`config.mk`:
```
export PLATFORM = sky130hd
export DESIGN_NAME = md5_hash_engine
export DESIGN_NICKNAME = d
export VERILOG_FILES = /design/src/rtl/core/md5_pkg.sv /design/src/rtl/core/md5_hash_engine.sv /design/src/rtl/core/md5_round.sv /design/src/rtl/core/md5_ctrl.sv
export SDC_FILE = /design/constraint.sdc
export NUM_CORES = 2
export LEC_CHECK = 0
export BUFFER_PORTS_ARGS = -buffer_cell sky130_fd_sc_hd__buf_4
export CAP_MARGIN = 20
export CORE_AREA = 10 10 569 404
export DETAILED_ROUTE_END_ITERATION = 16
export DIE_AREA = 0 0 579 414
export GPL_TIMING_DRIVEN = 0
export HOLD_SLACK_MARGIN = 0.12
export PLACE_DENSITY_LB_ADDON = 0.3
export SLEW_MARGIN = 20
export SYNTH_ARGS = -nofsm -noshare
export SYNTH_HDL_FRONTEND = slang
export SYNTH_HIERARCHICAL = 1
export SYNTH_SLANG_ARGS = --single-unit
```
`constraint.sdc`:
```
create_clock -name clk -period 16.35 [get_ports clk]
set_clock_uncertainty 0.1 [all_clocks]
set_input_delay 1.635 -clock clk [delete_from_list [all_inputs] [get_ports clk]]
set_output_delay 1.635 -clock clk [all_outputs]
set_load 0.02 [all_outputs]
```
`src/rtl/core/md5_pkg.sv`:
```
`default_nettype none

package md5_pkg;

    // One message word as it arrives on the request channel.
    typedef struct packed {
        logic [31:0] data_word;
        logic [2:0]  byte_count;
        logic        last_word;
    } md5_in_t;

    // One word of the finished digest.
    typedef struct packed {
        logic [31:0] digest_word;
        logic [1:0]  digest_index;
        logic        digest_last;
    } md5_out_t;

    typedef enum logic [2:0] {
        ST_IDLE,
        ST_PAD,
        ST_ROUND,
        ST_FINAL,
        ST_OUT
    } md5_state_t;

    // Source of the word written into the block buffer.
    typedef enum logic [2:0] {
        SRC_WORD,
        SRC_FIRST,
        SRC_PAD80,
        SRC_ZERO,
        SRC_LEN_LO,
        SRC_LEN_HI
    } md5_src_t;

    typedef struct packed {
        logic       msg_ready;
        logic       push_en;
        md5_src_t   push_src;
        logic       load_work;
        logic       round_en;
        logic       final_en;
        logic       out_valid;
        logic       reinit;
        logic [5:0] round_idx;
        logic [3:0] fill;
        logic [1:0] out_idx;
    } md5_ctrl_t;

    localparam logic [3:0]  MD5_LAST_SLOT  = 4'd15;
    localparam logic [3:0]  MD5_LEN_SLOT   = 4'd14;
    localparam logic [5:0]  MD5_LAST_ROUND = 6'd63;
    localparam logic [1:0]  MD5_LAST_IDX   = 2'd3;
    localparam logic [31:0] MD5_PAD_WORD   = 32'h0000_0080;

    // Round phases select the boolean function.
    localparam logic [1:0]  MD5_PH_F = 2'd0;
    localparam logic [1:0]  MD5_PH_G = 2'd1;
    localparam logic [1:0]  MD5_PH_H = 2'd2;

    localparam logic [31:0] MD5_IV [4] = '{
        32'h67452301, 32'hefcdab89, 32'h98badcfe, 32'h10325476
    };

    localparam logic [31:0] MD5_K [64] = '{
        32'hd76aa478, 32'he8c7b756, 32'h242070db, 32'hc1bdceee,
        32'hf57c0faf, 32'h4787c62a, 32'ha8304613, 32'hfd469501,
        32'h698098d8, 32'h8b44f7af, 32'hffff5bb1, 32'h895cd7be,
        32'h6b901122, 32'hfd987193, 32'ha679438e, 32'h49b40821,
        32'hf61e2562, 32'hc040b340, 32'h265e5a51, 32'he9b6c7aa,
        32'hd62f105d, 32'h02441453, 32'hd8a1e681, 32'he7d3fbc8,
        32'h21e1cde6, 32'hc33707d6, 32'hf4d50d87, 32'h455a14ed,
        32'ha9e3e905, 32'hfcefa3f8, 32'h676f02d9, 32'h8d2a4c8a,
        32'hfffa3942, 32'h8771f681, 32'h6d9d6122, 32'hfde5380c,
        32'ha4beea44, 32'h4bdecfa9, 32'hf6bb4b60, 32'hbebfbc70,
        32'h289b7ec6, 32'heaa127fa, 32'hd4ef3085, 32'h04881d05,
        32'hd9d4d039, 32'he6db99e5, 32'h1fa27cf8, 32'hc4ac5665,
        32'hf4292244, 32'h432aff97, 32'hab9423a7, 32'hfc93a039,
        32'h655b59c3, 32'h8f0ccc92, 32'hffeff47d, 32'h85845dd1,
        32'h6fa87e4f, 32'hfe2ce6e0, 32'ha3014314, 32'h4e0811a1,
        32'hf7537e82, 32'hbd3af235, 32'h2ad7d2bb, 32'heb86d391
    };

    // Rotate amounts, indexed by {phase, round[1:0]}.
    localparam logic [4:0] MD5_S [16] = '{
        5'd7, 5'd12, 5'd17, 5'd22,
        5'd5, 5'd9,  5'd14, 5'd20,
        5'd4, 5'd11, 5'd16, 5'd23,
        5'd6, 5'd10, 5'd15, 5'd21
    };

endpackage

`default_nettype wire

```
`src/rtl/core/md5_hash_engine.sv`:
```
`default_nettype none

// Channel  | Signals                        | Direction | Moves
// ---------+--------------------------------+-----------+----------------------------------
// msg      | msg_valid, msg_ready, msg      | in        | one message word per request
// dig      | dig_valid, dig_ready, dig      | out       | one digest word per request
//
// A message word is taken while the engine is idle. The sixteenth word of a block starts
// the compression: the shared round unit runs every round on the working words, which are
// then folded into the chaining words; no word is taken until the block is through. A last
// word adds one padding write per remaining buffer slot, one or two compressions and the
// four digest words. Reset loads the initial chaining values at once.
// The digest words are held while dig_ready is low, and no request is taken meanwhile.

module md5_hash_engine (
    input  logic               clk,
    input  logic               rst_n,
    input  logic               msg_valid,
    output logic               msg_ready,
    input  md5_pkg::md5_in_t   msg,
    output logic               dig_valid,
    input  logic               dig_ready,
    output md5_pkg::md5_out_t  dig
);
    import md5_pkg::*;

    md5_ctrl_t   ctl;
    logic [31:0] chain_reg [4];
    logic [31:0] chain_next [4];
    logic [31:0] blk_reg [16];
    logic [31:0] a_reg, b_reg, c_reg, d_reg;
    logic [31:0] a_next, b_next, c_next, d_next;
    logic [31:0] a_rnd, b_rnd, c_rnd, d_rnd;
    logic [60:0] bytes_reg, bytes_next;
    logic [31:0] push_word;
    logic [2:0]  last_bytes;
    logic        accept;

    // Message word used by a round: the schedule differs in each of the four phases.
    function automatic logic [3:0] msg_index(input logic [5:0] rnd);
        logic [3:0] r;
        logic [3:0] g;
        begin
            r = rnd[3:0];
            case (rnd[5:4])
                MD5_PH_F: g = r;
                MD5_PH_G: g = r + (r << 2) + 4'd1;
                MD5_PH_H: g = r + (r << 1) + 4'd5;
                default:  g = (r << 3) - r;
            endcase
            return g;
        end
    endfunction

    // A partial last word keeps its valid bytes and carries the 0x80 marker after them; a full word is kept as it is.
    function automatic logic [31:0] first_pad_word(input logic [31:0] w,
                                                   input logic [2:0]  cnt);
        logic [31:0] r;
        begin
            case (cnt)
                3'd0:    r = MD5_PAD_WORD;
                3'd1:    r = {16'h0000, 8'h80, w[7:0]};
                3'd2:    r = {8'h00, 8'h80, w[15:0]};
                3'd3:    r = {8'h80, w[23:0]};
                default: r = w;
            endcase
            return r;
        end
    endfunction

    md5_ctrl u_ctrl (
        .clk        (clk),
        .rst_n      (rst_n),
        .msg_valid  (msg_valid),
        .last_word  (msg.last_word),
        .count_full (msg.byte_count[2]),
        .dig_ready  (dig_ready),
        .ctl        (ctl)
    );

    md5_round u_round (
        .a     (a_reg),
        .b     (b_reg),
        .c     (c_reg),
        .d     (d_reg),
        .m     (blk_reg[msg_index(ctl.round_idx)]),
        .rnd   (ctl.round_idx),
        .a_out (a_rnd),
        .b_out (b_rnd),
        .c_out (c_rnd),
        .d_out (d_rnd)
    );

    assign msg_ready = ctl.msg_ready;
    assign accept    = ctl.msg_ready && msg_valid;

    // Counts of five to seven on a last word count as a full word.
    assign last_bytes = msg.byte_count[2] ? 3'd4 : msg.byte_count;

    always_comb
    begin
        case (ctl.push_src)
            SRC_WORD:   push_word = msg.data_word;
            SRC_FIRST:  push_word = first_pad_word(msg.data_word, last_bytes);
            SRC_PAD80:  push_word = MD5_PAD_WORD;
            SRC_LEN_LO: push_word = {bytes_reg[28:0], 3'b000};
            SRC_LEN_HI: push_word = bytes_reg[60:29];
            default:    push_word = '0;
        endcase
    end

    always_comb
    begin
        bytes_next = bytes_reg;
        if (accept)
            bytes_next = bytes_reg + (msg.last_word ? {58'd0, last_bytes} : 61'd4);
        if (ctl.reinit)
            bytes_next = '0;
    end

    always_comb
    begin
        for (int i = 0; i < 4; i++)
        begin
            chain_next[i] = chain_reg[i];
            if (ctl.reinit)
                chain_next[i] = MD5_IV[i];
        end
        if (ctl.final_en)
        begin
            chain_next[0] = chain_reg[0] + a_reg;
            chain_next[1] = chain_reg[1] + b_reg;
            chain_next[2] = chain_reg[2] + c_reg;
            chain_next[3] = chain_reg[3] + d_reg;
        end
    end

    always_comb
    begin
        a_next = a_reg;
        b_next = b_reg;
        c_next = c_reg;
        d_next = d_reg;
        if (ctl.load_work)
        begin
            a_next = chain_reg[0];
            b_next = chain_reg[1];
            c_next = chain_reg[2];
            d_next = chain_reg[3];
        end
        else if (ctl.round_en)
        begin
            a_next = a_rnd;
            b_next = b_rnd;
            c_next = c_rnd;
            d_next = d_rnd;
        end
    end

    always_ff @(posedge clk or negedge rst_n)
    begin
        if (!rst_n)
        begin
            bytes_reg <= '0;
            for (int i = 0; i < 4; i++)
                chain_reg[i] <= MD5_IV[i];
        end
        else
        begin
            bytes_reg <= bytes_next;
            for (int i = 0; i < 4; i++)
                chain_reg[i] <= chain_next[i];
        end
    end

    // Block buffer and working words are always written before they are read.
    always_ff @(posedge clk)
    begin
        a_reg <= a_next;
        b_reg <= b_next;
        c_reg <= c_next;
        d_reg <= d_next;
        if (ctl.push_en)
            blk_reg[ctl.fill] <= push_word;
    end

    assign dig_valid        = ctl.out_valid;
    assign dig.digest_word  = chain_reg[ctl.out_idx];
    assign dig.digest_index = ctl.out_idx;
    assign dig.digest_last  = (ctl.out_idx == MD5_LAST_IDX);

endmodule

`default_nettype wire

```
`src/rtl/core/md5_round.sv`:
```
`default_nettype none

module md5_round (
    input  logic [31:0] a,
    input  logic [31:0] b,
    input  logic [31:0] c,
    input  logic [31:0] d,
    input  logic [31:0] m,
    input  logic [5:0]  rnd,
    output logic [31:0] a_out,
    output logic [31:0] b_out,
    output logic [31:0] c_out,
    output logic [31:0] d_out
);
    import md5_pkg::*;

    logic [31:0] f;
    logic [31:0] sum;
    logic [4:0]  s;
    logic [63:0] rot_w;

    always_comb
    begin
        case (rnd[5:4])
            MD5_PH_F: f = (b & c) | (~b & d);
            MD5_PH_G: f = (b & d) | (c & ~d);
            MD5_PH_H: f = b ^ c ^ d;
            default:  f = c ^ (b | ~d);
        endcase
    end

    assign sum   = f + a + MD5_K[rnd] + m;
    assign s     = MD5_S[{rnd[5:4], rnd[1:0]}];
    // The upper half of the doubled word shifted left is the left rotation.
    assign rot_w = {sum, sum} << s;

    assign a_out = d;
    assign d_out = c;
    assign c_out = b;
    assign b_out = b + rot_w[63:32];

endmodule

`default_nettype wire

```
`src/rtl/core/md5_ctrl.sv`:
```
`default_nettype none

module md5_ctrl (
    input  logic               clk,
    input  logic               rst_n,
    input  logic               msg_valid,
    input  logic               last_word,
    input  logic               count_full,
    input  logic               dig_ready,
    output md5_pkg::md5_ctrl_t ctl
);
    import md5_pkg::*;

    md5_state_t state_reg, state_next;
    logic [5:0] round_reg, round_next;
    logic [3:0] fill_reg, fill_next;
    logic [1:0] out_idx_reg, out_idx_next;
    logic       pend80_reg, pend80_next;
    logic       lo_done_reg, lo_done_next;
    logic       len_done_reg, len_done_next;
    logic       padding_reg, padding_next;
    logic       accept;
    logic       fill_top;
    md5_src_t   pad_src;

    assign accept   = (state_reg == ST_IDLE) && msg_valid;
    assign fill_top = (fill_reg == MD5_LAST_SLOT);

    // Padding order: a pending 0x80 word, zeros up to the length slot, then the length.
    always_comb
    begin
        if (pend80_reg)
            pad_src = SRC_PAD80;
        else if (lo_done_reg)
            pad_src = SRC_LEN_HI;
        else if (fill_reg == MD5_LEN_SLOT)
            pad_src = SRC_LEN_LO;
        else
            pad_src = SRC_ZERO;
    end

    always_comb
    begin
        state_next = state_reg;
        case (state_reg)
            ST_IDLE:
            begin
                if (accept)
                begin
                    if (fill_top)
                        state_next = ST_ROUND;
                    else if (last_word)
                        state_next = ST_PAD;
                end
            end
            ST_PAD:
            begin
                if (fill_top)
                    state_next = ST_ROUND;
            end
            ST_ROUND:
            begin
                if (round_reg == MD5_LAST_ROUND)
                    state_next = ST_FINAL;
            end
            ST_FINAL:
            begin
                if (!padding_reg)
                    state_next = ST_IDLE;
                else if (len_done_reg)
                    state_next = ST_OUT;
                else
                    state_next = ST_PAD;
            end
            ST_OUT:
            begin
                if (dig_ready && (out_idx_reg == MD5_LAST_IDX))
                    state_next = ST_IDLE;
            end
            default: state_next = ST_IDLE;
        endcase
    end

    always_comb
    begin
        ctl           = '0;
        ctl.push_src  = SRC_WORD;
        ctl.round_idx = round_reg;
        ctl.fill      = fill_reg;
        ctl.out_idx   = out_idx_reg;
        case (state_reg)
            ST_IDLE:
            begin
                ctl.msg_ready = 1'b1;
                ctl.push_en   = msg_valid;
                ctl.push_src  = last_word ? SRC_FIRST : SRC_WORD;
                ctl.load_work = msg_valid && fill_top;
            end
            ST_PAD:
            begin
                ctl.push_en   = 1'b1;
                ctl.push_src  = pad_src;
                ctl.load_work = fill_top;
            end
            ST_ROUND: ctl.round_en = 1'b1;
            ST_FINAL: ctl.final_en = 1'b1;
            ST_OUT:
            begin
                ctl.out_valid = 1'b1;
                ctl.reinit    = dig_ready && (out_idx_reg == MD5_LAST_IDX);
            end
            default: ;
        endcase
    end

    always_comb
    begin
        fill_next     = ctl.push_en ? fill_reg + 4'd1 : fill_reg;
        round_next    = ctl.round_en ? round_reg + 6'd1 : round_reg;
        out_idx_next  = (ctl.out_valid && dig_ready) ? out_idx_reg + 2'd1 : out_idx_reg;
        pend80_next   = pend80_reg;
        lo_done_next  = lo_done_reg;
        len_done_next = len_done_reg;
        padding_next  = padding_reg;
        if (accept && last_word)
        begin
            pend80_next  = count_full;
            padding_next = 1'b1;
        end
        if (ctl.push_en && (ctl.push_src == SRC_PAD80))
            pend80_next = 1'b0;
        if (ctl.push_en && (ctl.push_src == SRC_LEN_LO))
            lo_done_next = 1'b1;
        if (ctl.push_en && (ctl.push_src == SRC_LEN_HI))
            len_done_next = 1'b1;
        if (ctl.reinit)
        begin
            lo_done_next  = 1'b0;
            len_done_next = 1'b0;
            padding_next  = 1'b0;
        end
    end

    always_ff @(posedge clk or negedge rst_n)
    begin
        if (!rst_n)
        begin
            state_reg    <= ST_IDLE;
            round_reg    <= '0;
            fill_reg     <= '0;
            out_idx_reg  <= '0;
            pend80_reg   <= 1'b0;
            lo_done_reg  <= 1'b0;
            len_done_reg <= 1'b0;
            padding_reg  <= 1'b0;
        end
        else
        begin
            state_reg    <= state_next;
            round_reg    <= round_next;
            fill_reg     <= fill_next;
            out_idx_reg  <= out_idx_next;
            pend80_reg   <= pend80_next;
            lo_done_reg  <= lo_done_next;
            len_done_reg <= len_done_next;
            padding_reg  <= padding_next;
        end
    end

endmodule

`default_nettype wire

```
==> metrics list <==
- The flow ran to the end, and the final reports show no timing, DRC or antenna violations.
- The initial utilization of the core area, before any placement, comes to 24.9%.
- The worst register-to-register path has a depth of 37.
* Worst reg2reg path endpoint: b_reg[31]
- The synthesized design contains 640 enable-type register cells.
- Final worst path period share: 88.0%
- Die ar.: 240000 sq um
* Maximum number of pins on one net before global-route repair: 78
- In this run, synthesis produced a sequential element count of 848.
- At the pin with the least slew margin, the transition time is 1.25 ns.
- Post-synthesis instance total: 4879
- Buffers inserted by post-CTS timing repair: 0
- In this run, the number of DRC markers left after iteration 0 of detailed routing was 5649.
- Growth of design area from synthesis to finish: 15.7%
- Hold Startpoint: u_ctrl/padding_reg
* Horizontal die dimension: 579 um
- TritonCTS clock tree: built
- For this design, the CTS-stage hold fixing added 0 buffers.
* Vias: 42900
- Static timing analysis puts the maximum clock frequency at 69.5 MHz.
- The number of antenna violations at the first check in global routing is 11.
- Unrepaired setup endpoints after global routing: false
- Among all flip-flop cells after synthesis, the most frequent one is sky130_fd_sc_hd__edfxtp_1.
- Aggregate global routing overflow: 0
- Together, buffers and inverters on the worst path number 5.
- Dividing the detail-routed wire length by the instance count gives 26.2 um.
* Core Area: 219000 sq um
- The worst setup path is captured at a register.
* Number of global-route vias before repair: 39700
* Critical Path RT: 16.69 ns
- Synthesis produced a netlist with a net count of 5206.
- At the end of the flow, the number of nets in the layout was 5434.
* Buffers from clock root to sink, at most: 3
- The cell family contributing the most delay on the critical path is compound AO/OA/AOI/OAI gates.
- Once detailed placement completed, the half-perimeter wirelength came to 165000 um.
- Number of clock buffers inserted by TritonCTS: 94
- Top cell type by total area after synthesis: sky130_fd_sc_hd__edfxtp_1
- Fill cells: 22600
- Ys Warns: 6
- GRT Util Overall: 17.0%
- On the critical path, the stage with the largest delay is an instance of sky130_fd_sc_hd__dfrtp_1.
* Core Util, Final: 28.8%
- Measured against its own limit, the worst slew margin works out to 16.6%.
* Total of endpoints with negative setup slack in the final report: 0
- Post-route minimum period: 14.39 ns
* Post-synthesis average cell area: 11.2 sq um
* End point of the most critical hold path: u_ctrl/padding_reg
- Hold Fails Final Rpt: 0
- Leaving out fill and tap cells, the most frequent cell in the layout is sky130_fd_sc_hd__edfxtp_1.
* Critical path's largest stage delay: 0.85 ns
- Area of the multi-input gates: 27300 sq um
- Synth async-reset ratio: 24.5%
- Distinct cell type count after synthesis: 114
- The congestion estimate from routability-driven global placement came to 0.927.
- Wire length of the first global-routing pass: 302000 um
- Gates resized during post-CTS repair numbered 0.
- Wires add up to 213000 um.
* Sequential standard cell area: 24500 sq um
* Remaining routing DRC violations: 0
- Register-to-register setup slack: 1.96 ns
- The pre-antenna-repair detailed-routing pass consisted of 8 iterations.
* Most common cell type on the critical path: sky130_fd_sc_hd__a21oi_1
* Count of pins over their slew limit: 0
- The setup path with the least slack is of type register to register.
* Reg-to-reg critical path startpoint: u_ctrl/round_reg[1]
- Library cell used as clock root buffer: sky130_fd_sc_hd__clkbuf_16
* Post-Synthesis Cell Area: 54400 sq um
- STA classifies the critical path startpoint as a register.
- In this run the worst hold path is classified as register to register.
* Hold path cells: 2
- DRT antenna net count: 0
* CTS sink cnt: 848
- At the later pin of the worst-skew pair, clock insertion delay measures 0.73 ns.
* Portion of the post-synthesis area used by sequential elements: 45.0%
- Number of flip-flops under the largest register name: 512
* Most used cells in the layout excluding fill and tap cells: sky130_fd_sc_hd__edfxtp_1, sky130_fd_sc_hd__a21oi_1, sky130_fd_sc_hd__nor2_1
* Crit-path max FO: 17
- Clock transition at path regs: 0.06 ns
* Port buffer count: 76
- Most area-consuming cells after synthesis: sky130_fd_sc_hd__edfxtp_1, sky130_fd_sc_hd__mux4_2, sky130_fd_sc_hd__dfrtp_1
- Row generation in the floorplan step produced 144 rows.
- In this run the number of H-tree levels came out at 3.
- I/O Pins: 77
- In this run the vertical extent of the chip is 414 um.
* Data arrival time of the critical path: 14.74 ns
- Cells with a size suffix above 1 make up 17.6% of the layout.
- Max capacitance violation total: 0
- For the final routed database, the setup TNS stands at 0 ns.
- The share of synthesized area in the top cell type comes to 35.3%.
- Via density: 5.29
[stage by stage]
stage | setup slack [ns] | area [sq um] | hold WS [ns] | std cells
4_1_cts | 2.40 | 62900 | 0.407 | 8105
5_1_grt | 1.71 | 62900 | 0.440 | 8106
3_3_place_gp | 1.50 | 58600 | 0.377 | 7875
6_report | 1.96 | 62900 | 0.403 | 8110
2_1_floorplan | 6.50 | 54400 | 0.356 | 4879
3_5_place_dp | 2.47 | 59800 | 0.392 | 7930
[worst max path at each step]
stage                              startpoint         to  slack [ns]  depth (start not counted)
final                     u_ctrl/round_reg[1]  b_reg[31]        1.96                         37
after global routing      u_ctrl/round_reg[1]  b_reg[31]        1.71                         37
after CTS                 u_ctrl/round_reg[1]  b_reg[31]        2.40                         38
after detailed placement  u_ctrl/round_reg[1]  b_reg[31]        2.47                         38
after global placement    u_ctrl/round_reg[1]  b_reg[31]        1.50                         36
after floorplan           u_ctrl/round_reg[1]  b_reg[30]        6.50                         41
[per-layer routing]
metal | share of wire (%) | vias up | track usage (%)
li1 | - | 18900 | -
met1 | 49 | 21800 | 27.2
met2 | 39 | 2020 | 22.8
met3 | 10 | 195 | 4.19
met4 | 1.5 | 4 | 2.67
met5 | 0.0099 | - | 0
[synth_stat cells (all sizes together), types with 10 or more instances]
| library cell | n |
|---|---|
| ha | 218 |
| and3 | 41 |
| a21boi | 12 |
| dfrtp | 144 |
| xor2 | 132 |
| a21oi | 383 |
| edfxtp | 640 |
| o22ai | 18 |
| a22oi | 12 |
| dfstp | 64 |
| mux4 | 174 |
| mux2i | 94 |
| maj3 | 31 |
| o31ai | 25 |
| mux2 | 150 |
| o21bai | 29 |
| xnor2 | 110 |
| buf | 168 |
| o211ai | 27 |
| nor4 | 10 |
| or3 | 28 |
| nand2 | 294 |
| a22o | 20 |
| nand2b | 31 |
| fa | 69 |
| a211o | 19 |
| clkbuf | 187 |
| inv | 254 |
| nor3 | 59 |
| and4 | 10 |
| and2 | 26 |
| nand3 | 152 |
| a311oi | 15 |
| o221ai | 36 |
| nand3b | 13 |
| o21ai | 231 |
| a221oi | 18 |
| o21a | 28 |
| a222oi | 27 |
| a21o | 115 |
| a211oi | 84 |
| a31oi | 121 |
| nand4 | 34 |
| nor2 | 337 |
| nor2b | 48 |
[tightest hold or removal path, stage by stage (launching register included)]
cell	delay [ns]
sky130_fd_sc_hd__dfrtp_1	0.34
sky130_fd_sc_hd__a31oi_1	0.04
sky130_fd_sc_hd__nor2_1	0.08
[cell families (layout without fill, tap and decap cells)]
| group | after synthesis | in the layout | synth area share, % |
|---|---|---|---|
| compound gates | 1318 | 1318 | 15.9 |
| simple gates | 1122 | 1122 | 9.92 |
| flops | 848 | 848 | 45.0 |
| buf+inv | 612 | 919 | 5.07 |
| mux | 418 | 418 | 12.0 |
| fa+ha+maj | 318 | 318 | 8.12 |
| xor+xnor | 243 | 243 | 3.94 |
| other cells | 0 | 4 | 0 |
[layout make-up]
cell class	count	area share (%)
Sequential cell	848	38.9
Antenna cell	4	0.0159
Tap cell	2920	5.80
Inverter	257	1.53
Clock inverter	47	0.998
Clock buffer	128	4.02
Timing Repair Buffer	132	2.37
Multi-Input combinational cell	3419	43.4
Buffer	355	2.90
Power is left out: the tool's default activity adds up to more than one toggle a clock period on the data nets, which glitch-free logic cannot reach.
